[config.mk]
export PLATFORM = sky130hd
export DESIGN_NAME = decimal_text_to_integer
export DESIGN_NICKNAME = d
export VERILOG_FILES = /design/src/rtl/dtti_pkg.sv /design/src/rtl/dtti_skid.sv /design/src/rtl/dtti_accum.sv /design/src/rtl/dtti_final.sv /design/src/rtl/decimal_text_to_integer.sv
export SDC_FILE = /design/constraint.sdc
export NUM_CORES = 1
export LEC_CHECK = 0
export ABC_AREA = 1
export BUFFER_PORTS_ARGS = -buffer_cell sky130_fd_sc_hd__buf_2
export CAP_MARGIN = 15
export CORE_MARGIN = 3
export CORE_UTILIZATION = 40
export DETAILED_ROUTE_END_ITERATION = 8
export GPL_ROUTABILITY_DRIVEN = 0
export PLACE_DENSITY_LB_ADDON = 0.3
export SYNTH_ARGS = -nofsm -noshare
export SYNTH_HDL_FRONTEND = slang
export SYNTH_SLANG_ARGS = --single-unit
[constraint.sdc]
create_clock -name clk_i -period 6.8 [get_ports clk_i]
set_input_delay 1.36 -clock clk_i [delete_from_list [all_inputs] [get_ports clk_i]]
set_output_delay 1.36 -clock clk_i [all_outputs]
set_load 0.05 [all_outputs]
[src/rtl/dtti_pkg.sv]
// Shared types and constants for the decimal text to integer block.
// Depends on nothing; imported by every module of the block.
package dtti_pkg;

  // Character codes.
  localparam logic [7:0] CH_PLUS  = 8'h2B;
  localparam logic [7:0] CH_MINUS = 8'h2D;
  localparam logic [7:0] CH_ZERO  = 8'h30;
  localparam logic [7:0] CH_NINE  = 8'h39;

  // Largest magnitude that can take another digit: (2^64-1) / 10.
  localparam logic [63:0] MAG_LIMIT = 64'd1844674407370955161;
  // Largest digit allowed on top of MAG_LIMIT.
  localparam logic [3:0]  MAG_LIMIT_DIGIT = 4'd5;

  // Config register word addresses (paddr[2]).
  localparam logic REG_SIGNED_MODE  = 1'b0;
  localparam logic REG_WIDTH_SELECT = 1'b1;

  localparam int unsigned DATA_W = 64;
  localparam int unsigned OUT_TDATA_W = 72;  // 64 value + 3 error, padded to bytes

  typedef enum logic [1:0] {
    WIDTH_8  = 2'd0,
    WIDTH_16 = 2'd1,
    WIDTH_32 = 2'd2,
    WIDTH_64 = 2'd3
  } width_e;

  typedef enum logic [2:0] {
    ERR_NONE      = 3'd0,
    ERR_EMPTY     = 3'd1,
    ERR_SIGN_ONLY = 3'd2,
    ERR_BAD_CHAR  = 3'd3,
    ERR_RANGE     = 3'd4
  } err_e;

  // One input word as it moves through the front stage.
  typedef struct packed {
    logic [7:0] char_code;
    logic       has_char;
    logic       last;
  } item_t;

  // Running parse state; also the snapshot handed to the result stage.
  typedef struct packed {
    logic [DATA_W-1:0] magnitude;
    logic              overflowed;
    logic              negative;
    logic              bad_char_seen;
    logic [1:0]        chars_seen;
    logic              sign_seen;
  } acc_t;

endpackage

[src/rtl/dtti_skid.sv]
// Input register with a one-word skid buffer; keeps the upstream ready registered.
// Depends on dtti_pkg.
module dtti_skid import dtti_pkg::*; (
  input  logic  clk_i,
  input  logic  rst_ni,
  input  logic  in_valid_i,
  input  item_t in_item_i,
  output logic  in_ready_o,
  output logic  out_valid_o,
  output item_t out_item_o,
  input  logic  out_ready_i
);

  logic  main_valid_q, skid_valid_q;
  item_t main_q, skid_q;
  logic  accept;

  assign in_ready_o  = !skid_valid_q;
  assign accept      = in_valid_i && !skid_valid_q;
  assign out_valid_o = main_valid_q;
  assign out_item_o  = main_q;

  always_ff @(posedge clk_i or negedge rst_ni) begin
    if (!rst_ni) begin
      main_valid_q <= 1'b0;
      skid_valid_q <= 1'b0;
    end else if (skid_valid_q) begin
      if (out_ready_i) begin
        skid_valid_q <= 1'b0;
      end
    end else if (!main_valid_q || out_ready_i) begin
      main_valid_q <= accept;
    end else if (accept) begin
      skid_valid_q <= 1'b1;
    end
  end

  always_ff @(posedge clk_i) begin
    if (skid_valid_q) begin
      if (out_ready_i) begin
        main_q <= skid_q;
      end
    end else if (!main_valid_q || out_ready_i) begin
      main_q <= in_item_i;
    end else if (accept) begin
      skid_q <= in_item_i;
    end
  end

  // The skid slot only fills behind a held word.
  a_skid_behind_main: assert property (@(posedge clk_i) disable iff (!rst_ni)
    skid_valid_q |-> main_valid_q)
    else $error("skid word without main word");

endmodule

[src/rtl/dtti_accum.sv]
// Per-character parse: shift-add by ten, overflow and sign tracking, snapshot on last.
// Depends on dtti_pkg.
module dtti_accum import dtti_pkg::*; (
  input  logic  clk_i,
  input  logic  rst_ni,
  input  logic  adv_i,
  input  logic  signed_mode_i,
  input  logic  item_valid_i,
  input  item_t item_i,
  output logic  snap_valid_o,
  output acc_t  snap_o
);

  acc_t        acc_q, acc_d;
  acc_t        snap_q;
  logic        snap_valid_q;
  logic        is_digit, is_sign, take_sign, ovf_hit;
  logic [3:0]  digit;
  logic [63:0] mag_x10;
  logic        fire;

  assign fire = adv_i && item_valid_i;

  always_comb begin
    is_digit  = (item_i.char_code >= CH_ZERO) && (item_i.char_code <= CH_NINE);
    is_sign   = (item_i.char_code == CH_PLUS) || (item_i.char_code == CH_MINUS);
    take_sign = (acc_q.chars_seen == 2'd0) && signed_mode_i && is_sign;
    digit     = item_i.char_code[3:0];
    // m*10 + d as m*8 + m*2 + d
    mag_x10   = {acc_q.magnitude[60:0], 3'b000} + {acc_q.magnitude[62:0], 1'b0}
              + {60'd0, digit};
    ovf_hit   = (acc_q.magnitude > MAG_LIMIT)
             || ((acc_q.magnitude == MAG_LIMIT) && (digit > MAG_LIMIT_DIGIT));

    acc_d = acc_q;
    if (item_i.has_char) begin
      if (take_sign) begin
        acc_d.sign_seen = 1'b1;
        acc_d.negative  = (item_i.char_code == CH_MINUS);
      end else if (is_digit) begin
        acc_d.magnitude  = mag_x10;
        acc_d.overflowed = acc_q.overflowed | ovf_hit;
      end else begin
        acc_d.bad_char_seen = 1'b1;
      end
      if (acc_q.chars_seen != 2'd2) begin
        acc_d.chars_seen = acc_q.chars_seen + 2'd1;
      end
    end
  end

  always_ff @(posedge clk_i or negedge rst_ni) begin
    if (!rst_ni) begin
      acc_q        <= '0;
      snap_valid_q <= 1'b0;
    end else if (adv_i) begin
      snap_valid_q <= item_valid_i && item_i.last;
      if (item_valid_i) begin
        acc_q <= item_i.last ? '0 : acc_d;
      end
    end
  end

  always_ff @(posedge clk_i) begin
    if (fire && item_i.last) begin
      snap_q <= acc_d;
    end
  end

  assign snap_valid_o = snap_valid_q;
  assign snap_o       = snap_q;

  // A final word starts the next text from scratch.
  a_clear_after_last: assert property (@(posedge clk_i) disable iff (!rst_ni)
    (fire && item_i.last) |=> (acc_q == '0))
    else $error("parse state not cleared after final word");

  // A sign is only ever taken as a counted character.
  a_sign_counted: assert property (@(posedge clk_i) disable iff (!rst_ni)
    acc_q.sign_seen |-> (acc_q.chars_seen != 2'd0))
    else $error("sign flagged with no character counted");

endmodule

[src/rtl/dtti_final.sv]
// Range check, error priority and two's-complement result; holds the output register.
// Depends on dtti_pkg.
module dtti_final import dtti_pkg::*; (
  input  logic        clk_i,
  input  logic        rst_ni,
  input  logic        adv_i,
  input  logic        signed_mode_i,
  input  width_e      width_select_i,
  input  logic        snap_valid_i,
  input  acc_t        snap_i,
  output logic        out_valid_o,
  output logic [63:0] value_o,
  output err_e        error_code_o
);

  logic [63:0] half, umax, limit, neg_mag;
  logic [63:0] value_d, value_q;
  err_e        err_d, err_q;
  logic        out_valid_q;

  always_comb begin
    case (width_select_i)
      WIDTH_8:  begin half = 64'h80;                 umax = 64'hFF;                 end
      WIDTH_16: begin half = 64'h8000;               umax = 64'hFFFF;               end
      WIDTH_32: begin half = 64'h8000_0000;          umax = 64'hFFFF_FFFF;          end
      WIDTH_64: begin half = 64'h8000_0000_0000_0000; umax = 64'hFFFF_FFFF_FFFF_FFFF; end
      default:  begin half = 64'h8000_0000_0000_0000; umax = 64'hFFFF_FFFF_FFFF_FFFF; end
    endcase
    if (signed_mode_i) begin
      limit = snap_i.negative ? half : half - 64'd1;
    end else begin
      limit = umax;
    end
    neg_mag = 64'd0 - snap_i.magnitude;

    value_d = 64'd0;
    if (snap_i.chars_seen == 2'd0) begin
      err_d = ERR_EMPTY;
    end else if ((snap_i.chars_seen == 2'd1) && snap_i.sign_seen) begin
      err_d = ERR_SIGN_ONLY;
    end else if (snap_i.bad_char_seen) begin
      err_d = ERR_BAD_CHAR;
    end else if (snap_i.overflowed || (snap_i.magnitude > limit)) begin
      err_d = ERR_RANGE;
    end else begin
      err_d   = ERR_NONE;
      value_d = snap_i.negative ? neg_mag : snap_i.magnitude;
    end
  end

  always_ff @(posedge clk_i or negedge rst_ni) begin
    if (!rst_ni) begin
      out_valid_q <= 1'b0;
    end else if (adv_i) begin
      out_valid_q <= snap_valid_i;
    end
  end

  always_ff @(posedge clk_i) begin
    if (adv_i && snap_valid_i) begin
      value_q <= value_d;
      err_q   <= err_d;
    end
  end

  assign out_valid_o  = out_valid_q;
  assign value_o      = value_q;
  assign error_code_o = err_q;

  // Any error forces a zero value.
  a_err_zero_value: assert property (@(posedge clk_i) disable iff (!rst_ni)
    (out_valid_q && (err_q != ERR_NONE)) |-> (value_q == 64'd0))
    else $error("nonzero value with error code");

  // A text with no character reports empty.
  a_empty_text: assert property (@(posedge clk_i) disable iff (!rst_ni)
    (adv_i && snap_valid_i && (snap_i.chars_seen == 2'd0)) |=> (err_q == ERR_EMPTY))
    else $error("empty text not reported as empty");

endmodule

[src/rtl/decimal_text_to_integer.sv]
// Top level of the decimal text to integer converter.
// Depends on dtti_pkg, dtti_skid, dtti_accum and dtti_final.
//
// Usage:
//   Input stream: one ASCII character per word on s_axis_tdata, s_axis_tuser set
//   when the word carries a character (clear with tlast marks empty text), and
//   s_axis_tlast on the final word of the text. Nothing comes out for words
//   without tlast. Each final word gives one result word on the output stream:
//   the 64-bit two's-complement value in tdata[63:0] (zero on error) and the
//   error code in tdata[66:64].
//   Config (APB, byte address 0: signed_mode, 4: width_select) must be written
//   only while no text is in flight; the block itself does not enforce this.
//   Path: the final word passes the input register, the parse snapshot register
//   and the output register. Throughput: one word per cycle while the output is
//   not stalled, set by the single shift-add by ten in the parse stage.
//   Stall: when a result is waiting and the receiver holds m_axis_tready low, the
//   output register, the parse stage and the input register hold; one more input
//   word lands in the skid slot, then s_axis_tready drops (it is a register output).
//   Reset: clears the parse state, empties the pipeline, and sets config to
//   unsigned mode with 64-bit width.
module decimal_text_to_integer import dtti_pkg::*; (
  input  logic                   clk_i,
  input  logic                   rst_ni,
  // input stream
  input  logic                   s_axis_tvalid,
  output logic                   s_axis_tready,
  input  logic [7:0]             s_axis_tdata,   // [7:0] char_code
  input  logic                   s_axis_tuser,   // [0] has_char
  input  logic                   s_axis_tlast,   // last character of the text
  // result stream
  output logic                   m_axis_tvalid,
  input  logic                   m_axis_tready,
  output logic [OUT_TDATA_W-1:0] m_axis_tdata,   // [63:0] value, [66:64] error_code
  // config port
  input  logic                   psel,
  input  logic                   penable,
  input  logic                   pwrite,
  input  logic [2:0]             paddr,
  input  logic [31:0]            pwdata,
  output logic [31:0]            prdata,
  output logic                   pready
);

  logic   signed_mode_q;
  width_e width_select_q;
  logic   cfg_write;

  item_t  in_item, a_item;
  logic   a_valid;
  logic   adv;
  logic   snap_valid;
  acc_t   snap;
  logic   out_valid;
  logic [63:0] value;
  err_e   error_code;

  // Config registers: always ready, write on the access cycle.
  assign pready    = 1'b1;
  assign cfg_write = psel && penable && pwrite;

  always_ff @(posedge clk_i or negedge rst_ni) begin
    if (!rst_ni) begin
      signed_mode_q  <= 1'b0;
      width_select_q <= WIDTH_64;
    end else if (cfg_write) begin
      case (paddr[2])
        REG_SIGNED_MODE:  signed_mode_q  <= pwdata[0];
        REG_WIDTH_SELECT: width_select_q <= width_e'(pwdata[1:0]);
        default: ;
      endcase
    end
  end

  always_comb begin
    case (paddr[2])
      REG_SIGNED_MODE:  prdata = {31'd0, signed_mode_q};
      REG_WIDTH_SELECT: prdata = {30'd0, width_select_q};
      default:          prdata = 32'd0;
    endcase
  end

  // The whole pipeline advances when the output register is free or drained.
  assign adv = !out_valid || m_axis_tready;

  assign in_item = '{char_code: s_axis_tdata, has_char: s_axis_tuser, last: s_axis_tlast};

  dtti_skid u_skid (
    .clk_i       (clk_i),
    .rst_ni      (rst_ni),
    .in_valid_i  (s_axis_tvalid),
    .in_item_i   (in_item),
    .in_ready_o  (s_axis_tready),
    .out_valid_o (a_valid),
    .out_item_o  (a_item),
    .out_ready_i (adv)
  );

  dtti_accum u_accum (
    .clk_i         (clk_i),
    .rst_ni        (rst_ni),
    .adv_i         (adv),
    .signed_mode_i (signed_mode_q),
    .item_valid_i  (a_valid),
    .item_i        (a_item),
    .snap_valid_o  (snap_valid),
    .snap_o        (snap)
  );

  dtti_final u_final (
    .clk_i          (clk_i),
    .rst_ni         (rst_ni),
    .adv_i          (adv),
    .signed_mode_i  (signed_mode_q),
    .width_select_i (width_select_q),
    .snap_valid_i   (snap_valid),
    .snap_i         (snap),
    .out_valid_o    (out_valid),
    .value_o        (value),
    .error_code_o   (error_code)
  );

  assign m_axis_tvalid = out_valid;
  assign m_axis_tdata  = {5'd0, error_code, value};

endmodule
==> results.md, run 1 <==
- Met3 wire length: 3440 um
- Peak supply drop: between 0.15 and 0.2 mV
- Clk slew on worst S/H paths: ~60 ps
- Top post-synthesis cells by count: nand2_1, inv_1, nor2_1, nand3_1, edfxtp_1
- Worst-Skew Late Latency: about 520 ps
- Hold buffers post-CTS: 0
- Reg area: 6640 um2
- DR WL/cell: 15.8 um
- First-pass GRT wire length: ~86000 um
- Met2 routed WL: ~25000 um
- Sequential share of the synthesized area: between 30% and 40%
- Slew @ Worst Pin: 904 ps
- Hold depth: 2
- Starting density of the core: between 40% and 50%
- H-tree depth: 1
- Minimum clock period: 3860 ps
- Fin. max-slew vios: 0
- DR top layer: met4
- Vias in the first global route: between 15000 and 20000
- CP Class: reg2reg
- Met1 WL: 24500 um
- Synth Cell Area: roughly 19000 um2
- Post-CTS sizing: 0
- Pleak: 10.9 nW
- Area leader, netlist: edfxtp_1
- Gate Count Post-Synth: between 2000 and 3000
- GRT Resource Usage Total: between 20% and 30%
- Rel. slew slack: roughly two fifths
- Starting DRT DRC Count: roughly 1700
- CTS tree: built
- Synth cell types: between 40 and 50
- Largest net degree at the start of global routing: between 60 and 70
- CTS buffer count: 23
- Hold Path Origin: u_accum.acc_q[4]
- Die W: ~220 um
- Core box area: about 47000 um2
- Layout Skew: about 8 ps
- Die area: around 50000 um2
- Worst EP required: about 7000 ps
- Routed Antenna Nets: 0
- Vias: roughly 18000
- Arrival time worst endpoint: ~4100 ps
- Clock Tree Root: clkbuf_16
- Run status: finished, final reports clean
- Post-synth EDFFs: 157
- Post-route setup TNS: 0 ps
- Port bufs: 90
- ANT cells: 0
- Tot Pwr: between 5 and 6 mW
- Hold Path Class: reg2reg
- Footprint of the multi-input gates: between 10000 and 15000 um2
- Power per Cell Area: approximately 240 nW/um2
- Total grt overflow: 0
- Share of the synthesized area in the top cell type: between 20% and 30%
- CTS max path bufs: 3
- Row cnt: 79
- Synth top area cells: edfxtp_1, nand2_1, dfrtp_1
- Pre-Repair DR Iteration Count: 6
- FMAX: approximately 260 MHz
- R2R Path Start: u_skid.out_item_o[5]
- Syn Area/Cell: a little under 7 um2
- Ys async rst share: 32.9%
- Fin. Hold Viols: 0
- Max Cap Viol: 0
- Final Cycle Share: between 50% and 60%
- RSZ-0062 raised after global routing: no
- Layout cells sized above 1: between 6 and 7%
- #FFs+latches synth: around 230
- Final nets: between 3000 and 4000
- Final WL: ~55000 um
- Reg2reg path depth: 15
- Post-CTS setup buffers: 0
- Layout area overhead: 9.26%
- CP startpoint kind: flop
- Vias/cell: between 5 and 6
- Most frequent cell after synthesis: nand2_1
- Initial antenna violation count: 1
- Crit path from: u_skid.out_item_o[5]
- Detailed-route DRC error count: 0
- Dpl hpwl: 45100 um
- Crit. End Element: flop
- # setup viols final: 0
- Crit path max fanout: 5
- Synth Warn #: 0
- Ys flop type: edfxtp_1
- Filler Cell Count: 4750
- Die Y: 225 um
- CTS sink count: 234
- # IOs: 159
==> final timing paths <==
path | to | slack (ps)
min | u_accum.acc_q[4] | 500
max | u_accum.snap_o[60] | 2940
max in group asynchronous | u_accum.acc_q[58] | 5010
min reg2reg | u_accum.acc_q[4] | 500
min in group asynchronous | u_accum.acc_q[15] | 710
max reg2reg | u_accum.snap_o[60] | 2940
==> registers in the layout, summed over array words and instances, names as in the netlist, 2 cells and up <==
name / count
u_accum.snap_o: 70
width_select_q: 2
u_final.value_o: 64
u_final.error_code_o: 3
u_skid.out_item_o: 10
u_accum.acc_q: 70
u_skid.skid_q: 10
==> logic make-up after synthesis <==
| logic type | share of synthesized area, % |
|---|---|
| compound gates | 7.67 |
| xor+xnor | 3.71 |
| mux | 0.105 |
| other cells | 0.0393 |
| fa+ha+maj | 9.77 |
| buf+inv | 11.3 |
| simple gates | 32.7 |
| flops | 34.8 |
==> metal layers <==
layer / up-vias / GRT usage [%]
li1: 8967 / -
met1: 8105 / 28.9
met2: 612 / 34.6
met3: 124 / 1.98
met4: 0 / 9.80
met5: - / 0
==> worst max-delay path: stages (launching register included) <==
cell,delay [ps]
edfxtp_1,550
inv_1,130
fa_1,550
inv_1,70
fa_1,520
nand3_1,120
nand3_1,210
nand3_1,130
nand3_1,160
nand2_1,110
nand2_1,130
nand2_1,150
nand3_1,80
nand2_1,60
nand2_1,120
a21boi_0,490
==> cells in the final DEF (no fill, tap or decap), drive strengths merged <==
cell	instances
a21boi	17
a21oi	94
a22o	2
a31oi	5
and2	11
and3	2
buf	103
clkbuf	34
clkinv	2
clkinvlp	2
conb	36
dfrtp	75
dfstp	2
edfxtp	157
fa	2
ha	146
inv	456
mux2i	2
nand2	900
nand3	182
nand3b	7
nand4	42
nor2	302
nor3	34
nor3b	2
nor4	10
o2111ai	1
o211ai	5
o21a	2
o21ai	117
o21bai	5
o22ai	14
o31ai	5
o41ai	1
or2	25
xnor2	27
xor2	54
==> layout make-up <==
| type | count | share of cell area (%) |
|---|---|---|
| Timing Repair Buffer | 103 | 2.70 |
| Clock inverter | 8 | 0.294 |
| Multi-Input combinational cell | 2052 | 50.2 |
| Clock buffer | 34 | 3.25 |
| Sequential cell | 234 | 31.8 |
| Inverter | 452 | 8.13 |
| Tap cell | 607 | 3.64 |
==> where the power goes <==
part	internal (mW)	total [mW]	switching, mW	leakage (nW)
Clock	0.700	1.24	0.538	0.358
Combinational	0.462	1.71	1.25	7.99
Sequential	1.84	2.05	0.213	2.57
==> through the flow <==
stage | std cells | hold WS [ps] | utilization (%) | cell area, um2 | setup WS [ps]
global route | 3490 | 536 | 44.6 | 20900 | 2670
floorplan | 2820 | 431 | - | 19200 | 1450
finish | 3490 | 499 | 44.6 | 20900 | 2940
global placement | 3447 | 466 | 42.9 | 20100 | 2570
detailed placement | 3447 | 496 | 42.9 | 20100 | 2430
CTS | 3489 | 504 | 44.5 | 20900 | 2400
No activity file was read; power rests on OpenSTA's default activity.
==> run 2, diff against run 1 <==
==> constraint.sdc (replaced) <==
create_clock -name clk_i -period 4.02 [get_ports clk_i]
set_input_delay 0.804 -clock clk_i [delete_from_list [all_inputs] [get_ports clk_i]]
set_output_delay 0.804 -clock clk_i [all_outputs]
set_load 0.05 [all_outputs]
==> results.md, run 2 (synthesis gave the netlist of run 1 again) <==
- Run status: finished, final reports clean
- Rel. slew slack: 25.1% (-14 points)
- Vias in the first global route: 17000 (+1.4%)
- Core box area: 46900 um2 (unchanged)
- Layout Skew: 14.6 ps (+6.51 ps)
- First-pass GRT wire length: 87300 um (+1.5%)
- Die Y: 225 um (unchanged)
- Final Core Density: 44.9% (+0.30 points)
- Final nets: 3076 (+0.33%)
- Clock Tree Root: clkbuf_16
- Fin. Hold Viols: 0 (unchanged)
- Post-route setup TNS: 0 ps (unchanged)
- Row cnt: 79 (unchanged)
- Peak supply drop: 0.302 mV (+77%)
- Port bufs: 90 (unchanged)
- Pleak: 11.0 nW (+0.71%)
- Minimum clock period: 3540 ps (-316 ps)
- Reg2reg path depth: 17 (+2)
- Hold Path Class: in2async
- Starting density of the core: 40.8% (unchanged)
- Most common cell after layout, fill and taps aside: nand2_1
- Detailed-route DRC error count: 0 (unchanged)
- CTS buffer count: 24 (+4.3%)
- Largest net degree at the start of global routing: 68 (unchanged)
- Post-CTS setup buffers: 0 (unchanged)
- CTS tree: built
- CP startpoint kind: flop
- CTS sink count: 234 (unchanged)
- GRT Resource Usage Total: 21.6% (+0.27 points)
- H-tree depth: 1 (unchanged)
- FMAX: 282 MHz (+8.9%)
- Layout cells sized above 1: 6.36% (+0.25 points)
- Final WL: 55500 um (+0.73%)
- Die W: 225 um (unchanged)
- Crit. End Element: flop
- RSZ-0062 raised after global routing: no
- Vias: 18000 (+1.2%)
- CP Class: reg2reg
- Footprint of the multi-input gates: 10500 um2 (unchanged)
- Arrival time worst endpoint: 3820 ps (-280 ps)
- Pre-Repair DR Iteration Count: 7 (+1)
- Routed Antenna Nets: 0 (unchanged)
- Final Cycle Share: 88.1% (+31 points)
- Crit path max fanout: 6 (+1)
- Slew @ Worst Pin: 1120 ps (+219 ps)
- ANT cells: 0 (unchanged)
- Starting DRT DRC Count: 1630 (-1.8%)
- # IOs: 159 (unchanged)
- Power per Cell Area: 412 nW/um2 (+72%)
- Hold buffers post-CTS: 0 (unchanged)
- Initial antenna violation count: 2 (+1)
- Fin. max-slew vios: 0 (unchanged)
- # setup viols final: 0 (unchanged)
- Vias/cell: 5.15 (+0.86%)
- Post-CTS sizing: 0 (unchanged)
- DR WL/cell: 15.9 um (+0.41%)
- Total grt overflow: 0 (unchanged)
- Reg area: 6640 um2 (unchanged)
- Layout area overhead: 10.0%
- Worst EP required: 4300 ps (-2740 ps)
- Worst-Skew Late Latency: 530 ps (about the same)
- Clk slew on worst S/H paths: 60 ps (about the same)
- Dpl hpwl: 45200 um (+0.30%)
- Filler Cell Count: 4794 (+0.93%)
- Commonest cells after routing, fill and taps aside: nand2_1, inv_1, nor2_1
- CTS max path bufs: 3 (unchanged)
- Die area: 50400 um2 (unchanged)
- Max Cap Viol: 0 (unchanged)
run 2: changes by cell type in the layout (fill, tap and decap cells not counted), moves of 2 or more:
cell,previous run,this run
inv_6,3,1
clkinv_2,1,3
bufinv_16,0,3
clkbuf_8,4,1
buf_4,13,20
clkbuf_1,6,9
run 2: report_power, final:
part	internal (mW)	switching, mW	total [mW]
clock	1.36	0.909	2.27
sequential	3.11	0.354	3.46
combinational	0.799	2.13	2.93
run 2: worst paths after layout:
path | from | slack, ps | to
max | u_skid.out_item_o[5] | 480 | u_accum.snap_o[51]
max in group asynchronous | rst_ni | 2900 | u_accum.acc_q[58]
min in group clk_i | s_axis_tdata[7] | 470 | u_skid.skid_q[9]
max reg2reg | u_skid.out_item_o[5] | 480 | u_accum.snap_o[51]
min | rst_ni | 330 | u_accum.acc_q[15]
min reg2reg | u_accum.snap_valid_o | 500 | u_final.out_valid_o
run 2: critical path, stage by stage, from the launching register on:
cell and delay (ps):
edfxtp_1 500, inv_1 100, fa_1 540, inv_1 80
ha_1 310, nand3_1 90, nand3_1 250, nand2_1 140
nand2_1 170, nand2_1 100, nand2_1 110, nand2_1 120
nand2_1 130, nand2_1 110, nand2_1 60, nand2_1 50
nand3_1 200, and2_1 230
run 2: area by class of cell:
type	instances	share of cell area, %
Clock buffer	35	3.20
Tap cell	607	3.61
Clock inverter	9	0.619
Sequential cell	234	31.6
Multi-Input combinational cell	2052	49.8
Timing Repair Buffer	112	3.05
Inverter	452	8.07
run 2: stage by stage:
| step | cell area (um2) | hold WS [ps] | worst slack, ps | power [mW] | instances |
|---|---|---|---|---|---|
| 3_5_place_dp | 20200 | 474 | 485 | 6.42 | 3457 |
| 3_3_place_gp | 20200 | 466 | 539 | 6.34 | 3456 |
| 4_1_cts | 21000 | 344 | 477 | 8.69 | 3501 |
| 2_1_floorplan | 19200 | 442 | 452 | 5.59 | 2820 |
| 5_1_grt | 21000 | 372 | 275 | 9.16 | 3501 |
| 6_report | 21000 | 326 | 476 | 8.66 | 3501 |
run 2: routing by layer:
layer | vias up | routed length [um] | GRT usage [%]
li1 | 8989 | - | -
met1 | 8199 | 23800 | 28.9
met2 | 702 | 25200 | 35.6
met3 | 127 | 3990 | 2.32
met4 | 0 | 2550 | 9.35
met5 | - | 0 | 0
